===== config.mk =====
export PLATFORM = sky130hd
export DESIGN_NAME = sfg_cell
export DESIGN_NICKNAME = d
export VERILOG_FILES = /design/src/rtl/core/per_host_syn_flood_guard_assert.svh /design/src/rtl/core/sfg_pkg.sv /design/src/rtl/core/sfg_cell.sv
export SDC_FILE = /design/constraint.sdc
export NUM_CORES = 1
export LEC_CHECK = 0
export BUFFER_PORTS_ARGS = -buffer_cell sky130_fd_sc_hd__buf_2
export CORE_ASPECT_RATIO = 0.5
export CORE_MARGIN = 2
export CORE_UTILIZATION = 55
export DETAILED_ROUTE_END_ITERATION = 6
export HOLD_SLACK_MARGIN = 0.02
export PLACE_DENSITY = 0.78
export SYNTH_ARGS = -nofsm -noshare
export SYNTH_HDL_FRONTEND = slang
export SYNTH_SLANG_ARGS = --single-unit

===== constraint.sdc =====
create_clock -name clk -period 11.09 [get_ports clk]
set_clock_uncertainty 0.1 [all_clocks]
set_input_delay 0 -clock clk [delete_from_list [all_inputs] [get_ports clk]]
set_output_delay 0 -clock clk [all_outputs]
set_load 0.05 [all_outputs]

===== src/rtl/core/per_host_syn_flood_guard_assert.svh =====
// Assertion macros for the per-host SYN flood guard
`ifndef PER_HOST_SYN_FLOOD_GUARD_ASSERT_SVH
`define PER_HOST_SYN_FLOOD_GUARD_ASSERT_SVH

`ifndef SYNTHESIS
`define SFG_ASSERT(lbl, prop) \
  lbl: assert property (@(posedge clk) disable iff (!rst_n) prop) \
    else $error("sfg assertion failed");
`define SFG_ASSERT_ALWAYS(lbl, prop) \
  lbl: assert property (@(posedge clk) prop) \
    else $error("sfg assertion failed");
`else
`define SFG_ASSERT(lbl, prop)
`define SFG_ASSERT_ALWAYS(lbl, prop)
`endif

`endif


===== src/rtl/core/sfg_pkg.sv =====
// Shared types and constants for the per-host SYN flood guard
package sfg_pkg;

  localparam int unsigned AddrW  = 32;
  localparam int unsigned TimeW  = 32;
  localparam int unsigned CountW = 8;
  localparam int unsigned TmoW   = 16;
  localparam int unsigned CfgIdxW  = 2;
  localparam int unsigned CfgDataW = 16;

  localparam logic [CfgIdxW-1:0] CFG_TIMEOUT = 2'd0;
  localparam logic [CfgIdxW-1:0] CFG_LIMIT   = 2'd1;

  localparam logic [TmoW-1:0]   TIMEOUT_RST = 16'd30;
  localparam logic [CountW-1:0] LIMIT_RST   = 8'd5;

  typedef enum logic [1:0] {
    ST_IDLE,
    ST_MATCH,
    ST_UPDATE
  } state_t;

  typedef struct packed {
    logic [AddrW-1:0] address;
    logic             syn;
    logic             ack;
    logic [TimeW-1:0] now;
  } pkt_t;

  typedef struct packed {
    logic match_en;
    logic update_en;
    logic any_hit;
  } cell_ctl_t;

  typedef struct packed {
    logic valid;
    logic match;
    logic drop;
  } cell_sts_t;

endpackage


===== src/rtl/core/sfg_cell.sv =====
// One tracked-host entry: address compare, count and stamp update
module sfg_cell (
  input  logic                          clk,
  input  logic                          rst_n,
  input  sfg_pkg::pkt_t                 pkt,
  input  sfg_pkg::cell_ctl_t            ctl,
  input  logic [sfg_pkg::TmoW-1:0]      timeout,
  input  logic [sfg_pkg::CountW-1:0]    limit,
  input  logic                          prev_valid,
  output sfg_pkg::cell_sts_t            sts
);
  import sfg_pkg::*;

  logic              valid_r, valid_nxt;
  logic              match_r, match_nxt;
  logic [AddrW-1:0]  addr_r;
  logic [CountW-1:0] cnt_r, cnt_nxt;
  logic [TimeW-1:0]  stamp_r, stamp_nxt;

  logic              ins;
  logic              act;
  logic              over;
  logic              expire;
  logic [CountW-1:0] base_cnt;
  logic [CountW-1:0] cnt_a;
  logic [CountW:0]   sum;
  logic [CountW-1:0] cnt_new;
  logic [TimeW-1:0]  base_stamp;
  logic [TimeW-1:0]  elapsed;

  always_comb begin
    ins        = !ctl.any_hit && !valid_r && prev_valid;
    act        = ctl.update_en && (match_r || ins);
    base_cnt   = match_r ? cnt_r : '0;
    base_stamp = match_r ? stamp_r : pkt.now;
    over       = (base_cnt >= limit);
    elapsed    = pkt.now - base_stamp;
    expire     = (elapsed > {{(TimeW-TmoW){1'b0}}, timeout});
    cnt_a      = expire ? '0 : base_cnt;
    sum        = {1'b0, cnt_a} + {{CountW{1'b0}}, pkt.syn};
    cnt_new    = (sum >= {{CountW{1'b0}}, pkt.ack})
                 ? sum[CountW-1:0] - {{(CountW-1){1'b0}}, pkt.ack} : '0;

    valid_nxt = valid_r || act;
    match_nxt = ctl.match_en ? (valid_r && (addr_r == pkt.address)) : match_r;
    cnt_nxt   = cnt_r;
    stamp_nxt = stamp_r;
    if (act) begin
      cnt_nxt   = over ? base_cnt : cnt_new;
      stamp_nxt = (!over && expire) ? pkt.now : base_stamp;
    end

    sts.valid = valid_r;
    sts.match = match_r;
    sts.drop  = act && over;
  end

  always_ff @(posedge clk) begin
    if (!rst_n) begin
      valid_r <= 1'b0;
      match_r <= 1'b0;
    end else begin
      valid_r <= valid_nxt;
      match_r <= match_nxt;
    end
  end

  always_ff @(posedge clk) begin
    if (act) begin
      addr_r <= pkt.address;
    end
    cnt_r   <= cnt_nxt;
    stamp_r <= stamp_nxt;
  end

endmodule

==> results of run 1 <==
-- registers in the layout, indices dropped and copies added (netlist names) --
signal	cells
stamp_r	32
valid_r	1
cnt_r	8
match_r	1
addr_r	32
-- cell type report --
cell class / count / area [um^2]
multi-input combinational: 572 / 3934
fill: 834 / 3239
sequential: 74 / 2203
timing repair buffer: 166 / 1166
clock buffer: 11 / 232.7
tap: 159 / 198.9
inverter: 47 / 176.4
clock inverter: 5 / 31.28
-- synthesized netlist by cell type, types with 3 or more instances --
master	count
a21oi_1	82
edfxtp_1	72
nor2_1	71
ha_1	61
nand2_1	58
inv_1	47
o21ai_0	36
mux2i_1	32
xnor2_1	32
xor2_1	28
clkbuf_1	16
nand4_1	16
nand3_1	14
nor2b_1	11
a21o_1	10
nand2b_1	9
a211oi_1	8
o22ai_1	8
buf_4	7
o21a_1	7
nor3_1	6
nor4_1	6
o211ai_1	6
and2_1	5
and3_1	5
or3_1	5
nor3b_1	4
o21bai_1	4
a21boi_0	3
a31oi_1	3
buf_2	3
o221ai_1	3
-- worst max-delay path: cells and delay by family (launching register included) --
kind / cells / cell delay [ns]
buf+inv: 1 / 0.10
simple gates: 17 / 4.16
mux: 2 / 0.47
xor+xnor: 2 / 0.23
flops: 1 / 0.60
compound gates: 8 / 1.77
fa+ha+maj: 4 / 1.12
-- layer usage --
metal,global-route usage,routed length (um)
met1,0.3516,7587
met2,0.4632,7579
met3,0.04965,1026
met4,0.07890,280
met5,0,0
-- worst min path at each step --
stage,slack [ns],from,cells after the start,end
floorplan,-0.001,pkt[34],0,addr_r[0]
global placement,0.10,pkt[50],1,addr_r[16]
detailed placement,0.10,pkt[47],1,addr_r[13]
CTS,0.16,pkt[32],4,cnt_r[1]
global route,0.16,pkt[32],4,cnt_r[1]
finish,0.16,pkt[32],4,cnt_r[1]
-- metrics by stage --
stage,hold WS [ns],total power [mW],util,std cells
3_3_place_gp,0.1009,0.5246,0.6276,952
5_1_grt,0.1647,0.8569,0.7103,1034
3_5_place_dp,0.1041,0.5290,0.6276,952
6_report,0.1564,0.8157,0.7103,1034
4_1_cts,0.1595,0.8109,0.7103,1034
2_1_floorplan,-0.001131,0.4694,-,719
-- cell families (layout without fill, tap and decap cells) --
| logic type | Yosys count | after routing |
|---|---|---|
| mux | 35 | 35 |
| flops | 74 | 74 |
| buf+inv | 73 | 229 |
| xor+xnor | 60 | 60 |
| simple gates | 221 | 221 |
| compound gates | 194 | 194 |
| fa+ha+maj | 62 | 62 |
-- power by group --
part	leakage, nW	internal [mW]	switching, mW	total, mW
Combinational	2.47	0.103	0.125	0.227
Sequential	0.679	0.317	0.00329	0.320
Clock	0.129	0.151	0.117	0.268
==> metrics.md, run 1 <==
| Metric | Value |
|---|---|
| Critical Path End | cnt_r[2] |
| Worst setup SP type | flop |
| Commonest cells after routing, fill and taps aside | buf_2 (98), a21oi_1 (82), edfxtp_1 (72) |
| Crit path from | match_r |
| Seq/Total Area, Yosys | 0.3423 |
| Crit-path max cell delay | 0.60 ns |
| Synth top area cells | edfxtp_1 (34%), ha_1 (12%), a21oi_1 (6.4%) |
| Cts hold-fix bufs | 66 |
| Post-route cell area | 7943 um^2 |
| Max_slew headroom | 0.2721 |
| TritonCTS clock tree | done |
| Post-synthesis adder-cell area fraction | 0.1218 |
| H-tree depth | 3 |
| Final Worst Setup Slack | 2.231 ns |
| CTS Buf Count | 9 |
| Post-CTS setup buffer count | 0 |
| Mux cell area share after synthesis | 0.05505 |
| Synth top area share | 0.3361 |
| Final setup viols | 0 |
| Tcrit/Tclk final | 0.7988 |
| Area after DPL | 7018 um^2 |
| Root Driver | clkbuf_16 |
| Clock Latency Late Sink | 0.34 ns |
| Vias post-DR | 5943 |
| Async set-reset flop share out of synthesis | 0 |
| Hold Path Class | in -> reg |
| Initial Util | 0.5752 |
| Post-Synthesis Cell Area | 6432 um^2 |
| Critical Path AT | 8.83 ns |
| RSZ-0062 raised after global routing | no |
| Vias in the first global route | 5604 |
| FP Rows | 27 |
| 1st-iter DRT viols | 383 |
| Die W | 156.9 um |
| Setup TNS | 0 ns |
| Crit path required time | 11.06 ns |
| Yosys reg bits | 74 |
| Vias/cell | 5.748 |
| Placer Congestion | 0.9473 |
| Number of flops mapped to enable cells by yosys | 72 |
| Residual DRC | 0 |
| Reg2reg path depth | 34 |
| Critical-path maximum fanout | 17 |
| Kind of critical path | reg -> reg |
| Critical-path top delay cell | dfxtp_2 |
| Fin nets | 1028 |
| Clock sinks | 74 |
| Share of layout cells above drive strength 1 | 0.1451 |
| Initial antenna violation count | 0 |
| Count of different cell masters after synthesis | 62 |
| Power Dens Cells | 102.7 nW/um^2 |
| Syn Nets | 877 |
| Worst-path clk slew | 0.06 ns |
| RR Startpoint | match_r |
| Final Hold Fails | 0 |
| Crit Reg-Reg Endpoint | cnt_r[2] |
| Diodes inserted | 0 |
| CTS max path bufs | 2 |
| Worst Tran Pin Value | 1.092 ns |
| Total track usage | 0.2701 |
| Pre-CTS setup slack | 2.360 ns |
| Top FF cell, synth | edfxtp_1 |
| GR Overflow Total | 0 |
| Avg Synthesized Cell Area | 8.946 um^2 |
| Max Slew Vio Count | 0 |
| Core area | 11180 um^2 |
| Max Fclk | 0.1129 GHz |
| CP endpoint kind | flop |
| DRT Pass-1 Iters | 5 |
| MaxCap Viol Count | 0 |
| DP Wirelength | 11.60 mm |
| VDD IR max | 0.00008507 V |
| Final worst path period need | 8.859 ns |
| Die Y | 80.47 um |
| First-pass GRT wire length | 26.90 mm |
| Crit path top cell by count | ha_1 |
| Simple-Gate Fraction of Synth Area | 0.1659 |
| Synth Area in Compound Gates | 0.1860 |
| PortBufs | 98 |
| Synth warn | 0 |
| Drt wl/cell | 15.93 um |
| Cell taking the most area after synthesis | edfxtp_1 |
| DIE AREA | 12630 um^2 |
| Synthesized netlist cell count | 719 |
| Routed WL | 16.47 mm |
| Largest family of logic cells by synthesized area | compound AO/OA/AOI/OAI gates |
| Post-Synth XOR/XNOR Area | 0.08170 |
| Area grow syn2layout | 23.48% |
| Ports | 99 |
| P_leak | 3.276 nW |
| Antenna Nets Post-Route | 0 |
| Cells resized by post-CTS repair | 0 |
| Most common cell after layout, fill and taps aside | buf_2 |
| Run status | completed |
| Largest net degree at the start of global routing | 75 |
| Reg2Reg Setup Slack | 2.23 ns |
Power figures use the tool's default switching activity.
==> inputs of run 2 (changes only) <==
--- a/config.mk
+++ b/config.mk
@@ -5,13 +5,14 @@
 export SDC_FILE = /design/constraint.sdc
 export NUM_CORES = 1
 export LEC_CHECK = 0
+export ABC_AREA = 1
 export BUFFER_PORTS_ARGS = -buffer_cell sky130_fd_sc_hd__buf_2
 export CORE_ASPECT_RATIO = 0.5
 export CORE_MARGIN = 2
 export CORE_UTILIZATION = 55
 export DETAILED_ROUTE_END_ITERATION = 6
 export HOLD_SLACK_MARGIN = 0.02
-export PLACE_DENSITY = 0.78
+export PLACE_DENSITY = 0.77
 export SYNTH_ARGS = -nofsm -noshare
 export SYNTH_HDL_FRONTEND = slang
 export SYNTH_SLANG_ARGS = --single-unit
==> constraint.sdc (replaced) <==
create_clock -name clk -period 8.4 [get_ports clk]
set_clock_uncertainty 0.1 [all_clocks]
set_input_delay 0 -clock clk [delete_from_list [all_inputs] [get_ports clk]]
set_output_delay 0 -clock clk [all_outputs]
set_load 0.05 [all_outputs]
==> run 2 against run 1 <==
  * Design area is 13% higher
  * Via count is 23% higher
  * Maximum frequency is 34% higher
  * Critical path depth is 1 higher
  * First-iteration DRC count is 65% higher
  * Count of clock-buffer cells in the layout is 2 lower
  * Power is 49% higher
  * Critical path type unchanged
==> metrics.md, run 2 <==
| Metric | Value |
|---|---|
| Synthesized netlist cell count | 1069 (was 719) |
| Final setup viols | 0 (unchanged) |
| Crit path top cell by count | nand2_1 (was ha_1) |
| Async set-reset flop share out of synthesis | 0 (unchanged) |
| Final worst path period need | 6.600 ns (was 8.859 ns) |
| Post-Synthesis Cell Area | 7388 um^2 (was 6432 um^2) |
| Core area | 12880 um^2 (was 11180 um^2) |
| Initial antenna violation count | 0 (unchanged) |
| CTS Buf Count | 9 (unchanged) |
| Yosys reg bits | 74 (unchanged) |
| Synth Area in Compound Gates | 0.05402 (was 0.1860) |
| Critical Path AT | 6.59 ns (was 8.83 ns) |
| RSZ-0062 raised after global routing | no (unchanged) |
| Sequential share of power | 0.348 (was 0.393) |
| Comb pwr share | 0.303 (was 0.278) |
| Count leader, synth | nand2_1 (was a21oi_1) |
| Final Hold Fails | 0 (unchanged) |
| Simple-Gate Fraction of Synth Area | 0.3439 (was 0.1659) |
| Synth warn | 0 (unchanged) |
| Most common cell after layout, fill and taps aside | nand2_1 (was buf_2) |
| Die W | 167.9 um (was 156.9 um) |
| Top FF cell, synth | edfxtp_1 (unchanged) |
| CTS max path bufs | 2 (unchanged) |
| Run status | completed (unchanged) |
| Max Fclk | 0.1515 GHz (was 0.1129 GHz) |
| Max_slew headroom | 0.2213 (was 0.2721) |
| Number of flops mapped to enable cells by yosys | 72 (unchanged) |
| Setup TNS | 0 ns (unchanged) |
| Post-synthesis adder-cell area fraction | 0.1060 (was 0.1218) |
| Worst setup SP type | flop (unchanged) |
| Clock power share | 0.349 (was 0.329) |
| Switching fraction of total power | 0.3454 (was 0.3006) |
| Delay-heaviest family, CP | simple AND/OR/NAND/NOR gates (unchanged) |
| Area grow syn2layout | 21.96% (was 23.48%) |
| GR Overflow Total | 0 (unchanged) |
| Worst-path clk slew | 0.07 ns (was 0.06 ns) |
| Antenna Nets Post-Route | 0 (unchanged) |
| DIE AREA | 14430 um^2 (was 12630 um^2) |
| Critical-path top delay cell | dfxtp_2 (unchanged) |
| Hold Path Class | in -> reg (unchanged) |
| Post-synth top cells | nand2_1 (341), inv_1 (179), nor2_1 (100) (was a21oi_1 (82), edfxtp_1 (72), nor2_1 (71)) |
| Share of layout cells above drive strength 1 | 0.1318 (was 0.1451) |
| Diodes inserted | 0 (unchanged) |
| H-tree depth | 3 (unchanged) |
| Clock sinks | 74 (unchanged) |
| Registers with the most flip-flops | addr_r (32), stamp_r (32), cnt_r (8) (unchanged) |
| Fin nets | 1390 (was 1028) |
| Die Y | 85.96 um (was 80.47 um) |
| Residual DRC | 0 (unchanged) |
| Total track usage | 0.2982 (was 0.2701) |
| Filler instances | 1066 (was 834) |
| Tcrit/Tclk final | 0.7857 (was 0.7988) |
| Synth top area cells | edfxtp_1 (29%), nand2_1 (17%), ha_1 (10%) (was edfxtp_1 (34%), ha_1 (12%), a21oi_1 (6.4%)) |
| WP buf/inv | 6 (was 1) |
| Vias in the first global route | 7005 (was 5604) |
| Commonest cells after routing, fill and taps aside | nand2_1 (340), inv_1 (178), nor2_1 (100) (was buf_2 (98), a21oi_1 (82), edfxtp_1 (72)) |
| DRT Pass-1 Iters | 6 (was 5) |
| Critical-path maximum fanout | 31 (was 17) |
| Power Internal | 795.9 uW (was 570.5 uW) |
| Ports | 99 (unchanged) |
| Seq/Total Area, Yosys | 0.2981 (was 0.3423) |
| Largest net degree at the start of global routing | 65 (was 75) |
| PortBufs | 98 (unchanged) |
| First-pass GRT wire length | 33.62 mm (was 26.90 mm) |
| VDD IR max | 0.0001329 V (was 0.00008507 V) |
| Count of different cell masters after synthesis | 41 (was 62) |
| Largest family of logic cells by synthesized area | simple AND/OR/NAND/NOR gates (was compound AO/OA/AOI/OAI gates) |
| Max Slew Vio Count | 0 (unchanged) |
| Avg Synthesized Cell Area | 6.911 um^2 (was 8.946 um^2) |
| Routed WL | 20.71 mm (was 16.47 mm) |
| FP Rows | 29 (was 27) |
| Vias/cell | 5.208 (was 5.748) |
| Mux cell area share after synthesis | 0.03929 (was 0.05505) |
| Kind of critical path | reg -> reg (unchanged) |
| P_leak | 4.605 nW (was 3.276 nW) |
| DP Wirelength | 15.09 mm (was 11.60 mm) |
| Crit-path max cell delay | 0.93 ns (was 0.60 ns) |
| Power Dens Cells | 134.9 nW/um^2 (was 102.7 nW/um^2) |
| Vias post-DR | 7328 (was 5943) |
| Post-Synth XOR/XNOR Area | 0.05690 (was 0.08170) |
| Placer Congestion | 1.007 (was 0.9473) |
| 1st-iter DRT viols | 631 (was 383) |
| Total chip power | 1.216 mW (was 815.7 uW) |
| Clock Latency Late Sink | 0.36 ns (was 0.34 ns) |
| Worst Tran Pin Value | 1.168 ns (was 1.092 ns) |
| Crit path required time | 8.39 ns (was 11.06 ns) |
| Root Driver | clkbuf_16 (unchanged) |
| Initial Util | 0.5736 (was 0.5752) |
| TritonCTS clock tree | done (unchanged) |
| CP endpoint kind | flop (unchanged) |
| Net Sw Power | 419.9 uW (was 245.2 uW) |
| MaxCap Viol Count | 0 (unchanged) |
| Synth top area share | 0.2926 (was 0.3361) |
| Syn Nets | 1227 (was 877) |
| Cell taking the most area after synthesis | edfxtp_1 (unchanged) |
| Drt wl/cell | 14.72 um (was 15.93 um) |
-- run 2: cell count changes in the layout (fill, tap and decap cells not counted), sizes merged, moves of 10 or more --
cell / change
nor2b: -11
a21oi: -21
inv: +138
xnor2: -15
nand3: +55
nor2: +40
o21ai: -25
nand2: +297
a21o: -10
-- run 2: kinds of logic after synthesis --
logic type / Yosys count
flops: 74
simple gates: 581
buf+inv: 198
xor+xnor: 48
compound gates: 77
fa+ha+maj: 62
mux: 29
-- run 2: power by group through the flow --
stage               clock network, mW  registers (mW)  logic, mW
floorplan                           0           0.430      0.239
global placement                    0           0.430      0.328
detailed placement                  0           0.430      0.336
CTS                             0.420           0.422      0.361
global route                    0.438           0.424      0.417
finish                          0.424           0.423      0.369
-- run 2: worst min-delay path, stage by stage --
cell     delay, ns
buf_2         0.08
ha_1          0.12
inv_1         0.06
nand3_1       0.08
nand2_1       0.04
-- run 2: timing repair --
action                                 CTS  global route
buffers inserted                         0             0
resized for setup                        0             0
endpoints found under the hold margin   66             0
hold buffers                            66             0
-- run 2: metrics by stage --
step	setup WS (ns)	instance area, um^2	cells	util	hold slack [ns]
2_1_floorplan	2.790	7388	1069	-	-0.001131
3_3_place_gp	2.414	8049	1325	0.6249	0.09473
3_5_place_dp	2.047	8049	1325	0.6249	0.09314
4_1_cts	1.971	9011	1407	0.6996	0.09989
5_1_grt	1.284	9011	1407	0.6996	0.1390
6_report	1.800	9011	1407	0.6996	0.1024
-- run 2: final timing paths --
| path | to | depth (start not counted) | startpoint | slack [ns] |
|---|---|---|---|---|
| setup reg to reg | cnt_r[1] | 35 | match_r | 1.80 |
| hold reg to reg | valid_r | 2 | valid_r | 0.44 |
| hold / removal | cnt_r[0] | 5 | pkt[32] | 0.10 |
| setup / recovery | cnt_r[1] | 35 | match_r | 1.80 |
-- run 2: layout make-up --
class	instances	area, um^2	share of cell area
Multi-Input combinational cell	797	4437	0.4924
Sequential cell	74	2203	0.2445
Timing Repair Buffer	166	1166	0.1294
Inverter	184	690.7	0.07665
Clock buffer	9	225.2	0.02499
Tap cell	170	212.7	0.02360
Clock inverter	7	76.32	0.008470
-- run 2: per-layer routing --
metal | global-route usage | routed length [um] | up-vias
li1 | - | - | 3726
met1 | 0.4031 | 9531 | 3305
met2 | 0.5068 | 9291 | 271
met3 | 0.05307 | 1643 | 26
met4 | 0.06324 | 247 | 0
met5 | 0 | 0 | -
